[src/design/tes_pkg.sv]
// Shared types and constants for the text encoding sniffer.
package tes_pkg;

   localparam int MAX_SAMPLE_BYTES = 65536;
   localparam int CountWidth       = $clog2(MAX_SAMPLE_BYTES + 1);

   localparam logic [2:0] MODE_AUTO   = 3'd0;
   localparam logic [2:0] MODE_UTF8   = 3'd1;
   localparam logic [2:0] MODE_UTF16L = 3'd2;
   localparam logic [2:0] MODE_UTF16B = 3'd3;
   localparam logic [2:0] MODE_SYSTEM = 3'd4;

   typedef enum logic [1:0] {
      ENC_UTF8    = 2'd0,
      ENC_UTF16LE = 2'd1,
      ENC_UTF16BE = 2'd2,
      ENC_SYSTEM  = 2'd3
   } encoding_type;

   // Allowed range for the byte after a lead byte.
   typedef enum logic [2:0] {
      SBC_ANY   = 3'd0,
      SBC_A0_BF = 3'd1,
      SBC_80_9F = 3'd2,
      SBC_90_BF = 3'd3,
      SBC_80_8F = 3'd4,
      SBC_NONE  = 3'd5
   } second_class_type;

   typedef struct packed {
      logic [1:0]       cont_left;
      second_class_type second_class;
      logic             committed_err;
      logic             open_err;
   } utf8_state_type;

endpackage

[src/design/text_encoding_sniffer.sv]
// Top level of the text encoding sniffer: BOM, NUL ratio and UTF-8 checks.
//
// Usage:
//  - req_*: one sample byte per beat, req_tlast on the final byte of a sample.
//  - rsp_*: one result beat per sample, issued for the beat carrying req_tlast.
//  - csr_*: forced_mode register (0 auto, 1 utf8, 2 utf16 le, 3 utf16 be,
//    4 system); write only while no sample is in flight.
// Throughput: one byte per cycle unless the full result register stalls input.
// All per-byte updates (head capture, NUL counters, UTF-8 validator) and the
// final decision are combinational between the sample state registers and the
// result register, which is valid in the cycle after the last byte is accepted.
// Reset (synchronous, active high) clears the sample state, the mode register
// and the result valid flag.
// Stall: the single result register holds while rsp_tready is low; input is
// still taken as long as the result register is empty or draining that cycle,
// so rsp_tready high keeps the stream moving back to back.
// Bytes beyond MAX_SAMPLE_BYTES are dropped; their tlast still ends the sample.
module text_encoding_sniffer (
   input  logic       clock,
   input  logic       reset,
   // config
   input  logic       csr_we,
   input  logic [2:0] csr_wdata,   // forced_mode
   // sample bytes
   input  logic       req_tvalid,
   output logic       req_tready,
   input  logic [7:0] req_tdata,   // [7:0] data_byte
   input  logic       req_tlast,   // last_byte
   // results
   output logic       rsp_tvalid,
   input  logic       rsp_tready,
   output logic [7:0] rsp_tdata    // [1:0] encoding_code, [3:2] bom_length,
                                   // [5:4] unit_size, [7:6] zero
);
   import tes_pkg::*;

   // sample state
   logic [2:0]            mode_ff;
   logic [23:0]           head_ff, head_in;
   logic [CountWidth-1:0] count_ff, count_in, count_upd;
   logic [CountWidth-1:0] nul_even_ff, nul_even_in, nul_even_upd;
   logic [CountWidth-1:0] nul_odd_ff, nul_odd_in, nul_odd_upd;
   utf8_state_type        utf_ff, utf_in, utf_step, utf_upd;
   logic [23:0]           head_upd;

   // result register
   logic                  rsp_valid_ff, rsp_valid_in;
   encoding_type          enc_ff, enc_in;
   logic [1:0]            bom_ff, bom_in;
   logic [1:0]            unit_ff, unit_in;

   logic                  accept;
   logic                  in_range;
   logic                  bom8, bomle, bombe;
   logic [CountWidth+2:0] nul_sum, nul_x5;
   logic                  nul_heavy;
   encoding_type          enc_dec;
   logic [1:0]            bom_dec, unit_dec;

   // output register frees up the same cycle it is drained
   assign req_tready = ~rsp_valid_ff | rsp_tready;
   assign accept     = req_tvalid & req_tready;
   assign in_range   = count_ff < CountWidth'(MAX_SAMPLE_BYTES);

   tes_utf8_step u_utf8 (
      .cur_state (utf_ff),
      .data_byte (req_tdata),
      .nxt_state (utf_step)
   );

   // per-byte update, gated by the sample size limit
   always_comb begin
      head_upd     = head_ff;
      count_upd    = count_ff;
      nul_even_upd = nul_even_ff;
      nul_odd_upd  = nul_odd_ff;
      utf_upd      = utf_ff;
      if (in_range) begin
         if (count_ff < CountWidth'(3)) begin
            case (count_ff[1:0])
               2'd0:    head_upd[7:0]   = req_tdata;
               2'd1:    head_upd[15:8]  = req_tdata;
               default: head_upd[23:16] = req_tdata;
            endcase
         end
         if (req_tdata == 8'h00) begin
            if (count_ff[0]) begin
               nul_odd_upd = nul_odd_ff + CountWidth'(1);
            end else begin
               nul_even_upd = nul_even_ff + CountWidth'(1);
            end
         end
         utf_upd   = utf_step;
         count_upd = count_ff + CountWidth'(1);
      end
   end

   // decision on the updated state
   always_comb begin
      bom8  = (count_upd >= CountWidth'(3)) && head_upd[7:0] == 8'hEF
              && head_upd[15:8] == 8'hBB && head_upd[23:16] == 8'hBF;
      bomle = (count_upd >= CountWidth'(2)) && head_upd[7:0] == 8'hFF
              && head_upd[15:8] == 8'hFE;
      bombe = (count_upd >= CountWidth'(2)) && head_upd[7:0] == 8'hFE
              && head_upd[15:8] == 8'hFF;
      // more than a fifth NULs: 5 * nuls > count
      nul_sum   = (CountWidth+3)'(nul_even_upd) + (CountWidth+3)'(nul_odd_upd);
      nul_x5    = (nul_sum << 2) + nul_sum;
      nul_heavy = nul_x5 > (CountWidth+3)'(count_upd);
   end

   always_comb begin
      enc_dec  = ENC_UTF8;
      bom_dec  = 2'd0;
      unit_dec = 2'd1;
      case (mode_ff)
         MODE_AUTO: begin
            if (bom8) begin
               bom_dec = 2'd3;
            end else if (bomle) begin
               enc_dec  = ENC_UTF16LE;
               bom_dec  = 2'd2;
               unit_dec = 2'd2;
            end else if (bombe) begin
               enc_dec  = ENC_UTF16BE;
               bom_dec  = 2'd2;
               unit_dec = 2'd2;
            end else if (nul_heavy) begin
               enc_dec  = (nul_odd_upd >= nul_even_upd) ? ENC_UTF16LE : ENC_UTF16BE;
               unit_dec = 2'd2;
            end else if (utf_upd.committed_err) begin
               enc_dec = ENC_SYSTEM;
            end
         end
         MODE_UTF8: begin
            bom_dec = bom8 ? 2'd3 : 2'd0;
         end
         MODE_UTF16L: begin
            enc_dec  = ENC_UTF16LE;
            bom_dec  = bomle ? 2'd2 : 2'd0;
            unit_dec = 2'd2;
         end
         MODE_UTF16B: begin
            enc_dec  = ENC_UTF16BE;
            bom_dec  = bombe ? 2'd2 : 2'd0;
            unit_dec = 2'd2;
         end
         MODE_SYSTEM: begin
            enc_dec = ENC_SYSTEM;
         end
         default: begin
            // unused modes fall back to utf8, no BOM
         end
      endcase
   end

   // next-state selection: clear after the last byte
   always_comb begin
      head_in      = head_ff;
      count_in     = count_ff;
      nul_even_in  = nul_even_ff;
      nul_odd_in   = nul_odd_ff;
      utf_in       = utf_ff;
      rsp_valid_in = rsp_valid_ff & ~rsp_tready;
      enc_in       = enc_ff;
      bom_in       = bom_ff;
      unit_in      = unit_ff;
      if (accept) begin
         if (req_tlast) begin
            head_in      = '0;
            count_in     = '0;
            nul_even_in  = '0;
            nul_odd_in   = '0;
            utf_in       = '0;
            rsp_valid_in = 1'b1;
            enc_in       = enc_dec;
            bom_in       = bom_dec;
            unit_in      = unit_dec;
         end else begin
            head_in     = head_upd;
            count_in    = count_upd;
            nul_even_in = nul_even_upd;
            nul_odd_in  = nul_odd_upd;
            utf_in      = utf_upd;
         end
      end
   end

   always_ff @(posedge clock) begin
      if (reset) begin
         mode_ff      <= MODE_AUTO;
         head_ff      <= '0;
         count_ff     <= '0;
         nul_even_ff  <= '0;
         nul_odd_ff   <= '0;
         utf_ff       <= '0;
         rsp_valid_ff <= 1'b0;
      end else begin
         if (csr_we) begin
            mode_ff <= csr_wdata;
         end
         head_ff      <= head_in;
         count_ff     <= count_in;
         nul_even_ff  <= nul_even_in;
         nul_odd_ff   <= nul_odd_in;
         utf_ff       <= utf_in;
         rsp_valid_ff <= rsp_valid_in;
      end
   end

   // result payload, no reset needed
   always_ff @(posedge clock) begin
      enc_ff  <= enc_in;
      bom_ff  <= bom_in;
      unit_ff <= unit_in;
   end

   assign rsp_tvalid = rsp_valid_ff;
   assign rsp_tdata  = {2'b00, unit_ff, bom_ff, enc_ff};

endmodule

[src/design/tes_utf8_step.sv]
// Strict UTF-8 validator: next validator state for one byte.
module tes_utf8_step (
   input  tes_pkg::utf8_state_type cur_state,
   input  logic [7:0]              data_byte,
   output tes_pkg::utf8_state_type nxt_state
);
   import tes_pkg::*;

   logic second_ok;
   logic do_start;

   always_comb begin
      case (cur_state.second_class)
         SBC_ANY:   second_ok = 1'b1;
         SBC_A0_BF: second_ok = data_byte >= 8'hA0;
         SBC_80_9F: second_ok = data_byte <= 8'h9F;
         SBC_90_BF: second_ok = data_byte >= 8'h90;
         SBC_80_8F: second_ok = data_byte <= 8'h8F;
         default:   second_ok = 1'b0;
      endcase
   end

   always_comb begin
      nxt_state = cur_state;
      do_start  = 1'b1;
      if (cur_state.cont_left != 2'd0) begin
         if (data_byte[7:6] == 2'b10) begin
            do_start               = 1'b0;
            nxt_state.second_class = SBC_ANY;
            nxt_state.cont_left    = cur_state.cont_left - 2'd1;
            nxt_state.open_err     = cur_state.open_err | ~second_ok;
            if (cur_state.cont_left == 2'd1) begin
               // sequence complete: its error becomes permanent
               nxt_state.committed_err = cur_state.committed_err | nxt_state.open_err;
               nxt_state.open_err      = 1'b0;
            end
         end else begin
            // broken sequence; this byte opens a new one
            nxt_state.committed_err = 1'b1;
            nxt_state.open_err      = 1'b0;
            nxt_state.cont_left     = 2'd0;
            nxt_state.second_class  = SBC_ANY;
         end
      end
      if (do_start) begin
         if (data_byte[7] == 1'b0) begin
            // plain ASCII
         end else if (data_byte[7:5] == 3'b110) begin
            nxt_state.cont_left    = 2'd1;
            nxt_state.second_class = (data_byte < 8'hC2) ? SBC_NONE : SBC_ANY;
         end else if (data_byte[7:4] == 4'b1110) begin
            nxt_state.cont_left = 2'd2;
            if (data_byte == 8'hE0) begin
               nxt_state.second_class = SBC_A0_BF;
            end else if (data_byte == 8'hED) begin
               nxt_state.second_class = SBC_80_9F;
            end else begin
               nxt_state.second_class = SBC_ANY;
            end
         end else if (data_byte[7:3] == 5'b11110) begin
            nxt_state.cont_left = 2'd3;
            if (data_byte == 8'hF0) begin
               nxt_state.second_class = SBC_90_BF;
            end else if (data_byte == 8'hF4) begin
               nxt_state.second_class = SBC_80_8F;
            end else if (data_byte > 8'hF4) begin
               nxt_state.second_class = SBC_NONE;
            end else begin
               nxt_state.second_class = SBC_ANY;
            end
         end else begin
            // stray continuation or F8..FF
            nxt_state.committed_err = 1'b1;
         end
      end
   end

endmodule

[config.mk]
export PLATFORM = sky130hd
export DESIGN_NAME = text_encoding_sniffer
export DESIGN_NICKNAME = d
export VERILOG_FILES = /design/src/design/tes_pkg.sv /design/src/design/text_encoding_sniffer.sv /design/src/design/tes_utf8_step.sv
export SDC_FILE = /design/constraint.sdc
export NUM_CORES = 1
export LEC_CHECK = 0
export BUFFER_PORTS_ARGS = -buffer_cell sky130_fd_sc_hd__buf_4
export CAP_MARGIN = 0
export CORE_MARGIN = 2
export CORE_UTILIZATION = 47
export DETAILED_ROUTE_END_ITERATION = 8
export GPL_TIMING_DRIVEN = 0
export HOLD_SLACK_MARGIN = 0.06
export PLACE_DENSITY_LB_ADDON = 0.3
export SLEW_MARGIN = 15
export SYNTH_ARGS = -nofsm -noshare
export SYNTH_HDL_FRONTEND = slang
export SYNTH_HIERARCHICAL = 1
export SYNTH_SLANG_ARGS = --single-unit
[constraint.sdc]
create_clock -name clock -period 12.2 [get_ports clock]
set_input_delay 0.61 -clock clock [delete_from_list [all_inputs] [get_ports clock]]
set_output_delay 0.61 -clock clock [all_outputs]
set_load 0.01 [all_outputs]
==> summary by stage <==
Outcome
The run finished with clean final reports.

Worst hold path
The tightest min-delay check is of the flip-flop to flip-flop type.

STA
Adding up every negative setup slack in the final design gives 0 ns. The final clock period utilization by the worst path is about two thirds. Setup repair after global routing left no endpoint under its margin. At the pin with the least slew margin, the transition time is 0.808 ns. The total count of max-transition violations in the final report is 0. The worst hold slack across all endpoints is 0.495 ns. The post-route minimum period is between 7 and 8 ns. The worst slew margin relative to its limit is between 40% and 50%. Based on the critical path, the design can be clocked at up to around 130 MHz. Setup violations remaining at the end of the flow were counted as 0. The setup skew after layout is 0.00768 ns. The number of hold violations in the final report is 0.

Routing
After detailed routing, the number of vias per cell comes to about 5.9. The number of vias after detailed routing is about 7600. The pre-antenna-repair detailed-routing pass consisted of 5 iterations. The routed length on met2 is between 9 and 10 mm. The post-detailed-route wirelength per cell is roughly 16 um. In the routed design, unresolved DRC markers number 0. The number of DRC violations after detailed-routing iteration 0 is approximately 730. The top metal layer carrying routed signals is met4.

The post-route antenna net violation count is 0. For this block, the routed nets add up to between 20 and 25 mm of wire. The met1 wire length is between 9 and 10 mm. The routed wire length on met3 is around 1.1 mm.

Floorplanning
The die is 134 um tall. The initial core utilization is 47.9%. The core region is 0.0166 mm^2. From left edge to right edge, the die measures 134 um. The die footprint is around 0.018 mm^2. The floorplan has 47 rows.

The number of top-level pins is 27.

Global route
The number of antenna violations at the first check in global routing came to 0. Entering global routing, the biggest net connects 16 pins. The first-pass GRT wire length is 34.0 mm.

The via count of the first global-routing pass is roughly 6800. Global routing used between 20% and 30% of the available tracks. For this run the aggregate overflow at the end of global routing stands at 0.

Power and ir drop
The net switching power is roughly 0.00018 W. The internal portion of the total power is ~0.00050 W. The leakage power of the design is approximately 3.5 nW. The largest vdd supply drop is 74.4 uV.

The total power per unit cell area is just under 80 mW/mm^2. The total power of the final layout is about 0.0007 W. In this run, the combinational gates consume a little over a tenth of the power. Of the total power, registers draw about 46%. The clock network power share is 43.3%.

In this run switching power makes up about 26% of total power.

Placement
Detailed placement finished with a half-perimeter wire length of about 16 mm. Counting tap cells, the placed design contains a total of between 1000 and 1500 instances. The count of buffers inserted at the top-level ports is 24. The routability-driven placement congestion ratio is between 0.9 and 1.

CTS
Buffers inserted during clock tree synthesis total 9. The number of hold buffers added after cts is 0. After clock tree synthesis, the setup repair step added 0 buffers. In this run, post-CTS repair resized a total of 0 instances. The buffer levels on the longest clock path is 2. The clock tree root driver cell is clkbuf_16. After clock tree synthesis, the clock-pin slew on the worst setup and hold paths is roughly 0.06 ns. Counting every sink on the clock net gives 92. The number of levels in the clock H-tree is 3. TritonCTS built the clock tree. The later-pin clock latency in the skew report is 0.35 ns.

Final layout
The synthesis-to-finish area growth is 9.66%. The proportion of layout cells with a drive suffix above 1 is between 6 and 7%. The footprint of the multi-input gates is between 0.005 and 0.006 mm^2. After filler insertion, the fill cell instance count of the layout stands at roughly 1600. The final antenna diode count is 0. The total area of sequential cells is 0.00190 mm^2. The core occupancy in the finished layout is a little over half.

After the flow finishes, the layout carries non-filler instances totaling 1304. The net total in the final layout is around 1200.

Worst setup path
The longest individual stage delay on the worst path is approximately 0.62 ns. The critical path's slowest cell is nor3_1. The worst setup path is launched from a primary input. Along the worst path, the maximum fanout reaches 10. The worst setup path is captured at a flip-flop. The worst setup path is of the primary input to flip-flop kind. The critical path required time is approximately 12 ns. In this design, the critical path's most frequently occurring cell is nand3_1. Data on the critical path arrives at its endpoint at around 8.0 ns.

Yosys
The sequential area share after synthesis is about a quarter. The post-synthesis async set-or-reset flop share is 0%. Yosys mapped the design onto 81 distinct sky130hd cell types. Synthesis handed over a netlist of 1044 instances. Counting flops with a built-in enable in the synthesized netlist gives 6. In this run the biggest area consumer among cell types represents between 20% and 30% of the synthesized area. In the post-synthesis netlist, the biggest area contributors are dfxtp_1 22%, ha_1 11%, nor2_1 7.8%. The leading area contributor after synthesis is dfxtp_1.

The average size of a mapped cell is 7.62 um^2. The synthesized design contains between 90 and 100 register bits. The most common flop cell mapped by yosys is dfxtp_1.

The synthesized area is about 0.0080 mm^2. The Yosys warning count is 6.

Run
Across the run, the number of max-cap violations was 0.
-- final timing paths --
check / startpoint / endpoint / slack, ns / cells after the start
setup reg to reg: count_ff[16]$_SDFFE_PP0P_ / enc_ff[0]$_DFFE_PP_ / 4.41 / 29
setup / recovery: req_tdata[1] / enc_ff[0]$_DFFE_PP_ / 4.29 / 31
hold / removal: head_ff[12]$_SDFFE_PP0P_ / head_ff[12]$_SDFFE_PP0P_ / 0.50 / 2
hold reg to reg: head_ff[12]$_SDFFE_PP0P_ / head_ff[12]$_SDFFE_PP0P_ / 0.50 / 2
-- layout by cell type (no fill, tap or decap), types with 4 or more instances in the layout --
cell type  count
o21bai_1       6
o211ai_1       9
or3_1         10
ha_1          73
a211oi_2       4
a211oi_1       7
o21ai_1        9
edfxtp_1       6
and2_1         9
o21a_1         8
nor2_1       166
nor4_1        10
xor2_1        30
nand2b_1       8
o31ai_1        7
nand2_1       54
buf_2         10
dfxtp_1       86
nor2b_1       12
nand3_1       37
nor3_1        30
mux2i_1       14
a22oi_1       60
a31oi_1        8
a21oi_1       61
nand4_1       23
o21ai_0       37
clkbuf_1      41
and3_1        18
clkbuf_16      9
a21o_1        14
inv_1         49
xnor2_1       47
buf_4         27
o2111ai_1      4
-- worst max-delay path: cells and delay by family --
kind,cells,cell delay [ns]
AOI/OAI and AO/OA,12,2.13
xor gates and xnor gates,3,1.08
adders and majority gates,3,0.88
buffers and inverters,2,0.36
and+or+nand+nor,11,2.92
-- synth_stat cells, types with 12 or more instances --
library cell / count
xor2_1: 30
a21o_1: 14
nor2_1: 166
and3_1: 18
nor2b_1: 12
clkbuf_1: 41
nand3_1: 37
ha_1: 73
nand4_1: 23
dfxtp_1: 86
a22oi_1: 60
nor3_1: 30
a21oi_1: 61
inv_1: 49
xnor2_1: 47
nand2_1: 54
o21ai_0: 37
mux2i_1: 14
-- power groups by stage --
stage	logic, W	clock network, W	registers, W
5_1_grt	0.0000814	0.000310	0.000311
3_3_place_gp	0.0000722	0	0.000318
3_5_place_dp	0.0000726	0	0.000318
2_1_floorplan	0.0000459	0	0.000318
4_1_cts	0.0000733	0.000297	0.000311
6_report	0.0000743	0.000295	0.000311
-- per-layer routing --
metal  vias to the layer above  track usage [%]
li1                       3841                -
met1                      3564             32.4
met2                       217             37.8
met3                        23             3.10
met4                         0             6.14
met5                         -                0
-- per-stage QoR --
stage / setup WS [ns] / instance area (um^2)
finish: 4.29 / 8720
global route: 3.58 / 8720
CTS: 4.30 / 8720
detailed placement: 3.98 / 8410
global placement: 4.04 / 8410
floorplan: 5.54 / 7960
-- cell type report --
type / count / area share (%)
buffer: 59 / 2.91
clock buffer: 11 / 2.90
clock inverter: 4 / 0.646
inverter: 50 / 2.15
multi-input combinational: 844 / 64.4
sequential: 92 / 21.8
tap: 220 / 3.16
timing repair buffer: 24 / 2.07
-- sequential cells by signal (all words and copies together) (netlist names) --
register and flops:
bom_ff 2, count_ff 17, enc_ff 2, head_ff 24, mode_ff 3, nul_even_ff 17, nul_odd_ff 17, rsp_tvalid 1
unit_ff 2, utf_ff 7
-- logic make-up (layout without fill, tap and decap cells) --
group | after synthesis | after routing | share of synthesized area (%)
DFF | 92 | 92 | 23.9
AOI/OAI and AO/OA | 275 | 275 | 23.9
and+or+nand+nor | 398 | 398 | 23.9
adders and majority gates | 75 | 75 | 12.0
xor gates and xnor gates | 77 | 77 | 8.48
muxes | 17 | 17 | 2.19
buffers and inverters | 109 | 148 | 5.55
other | 1 | 2 | 0.0472
Power figures use the tool's default switching activity.
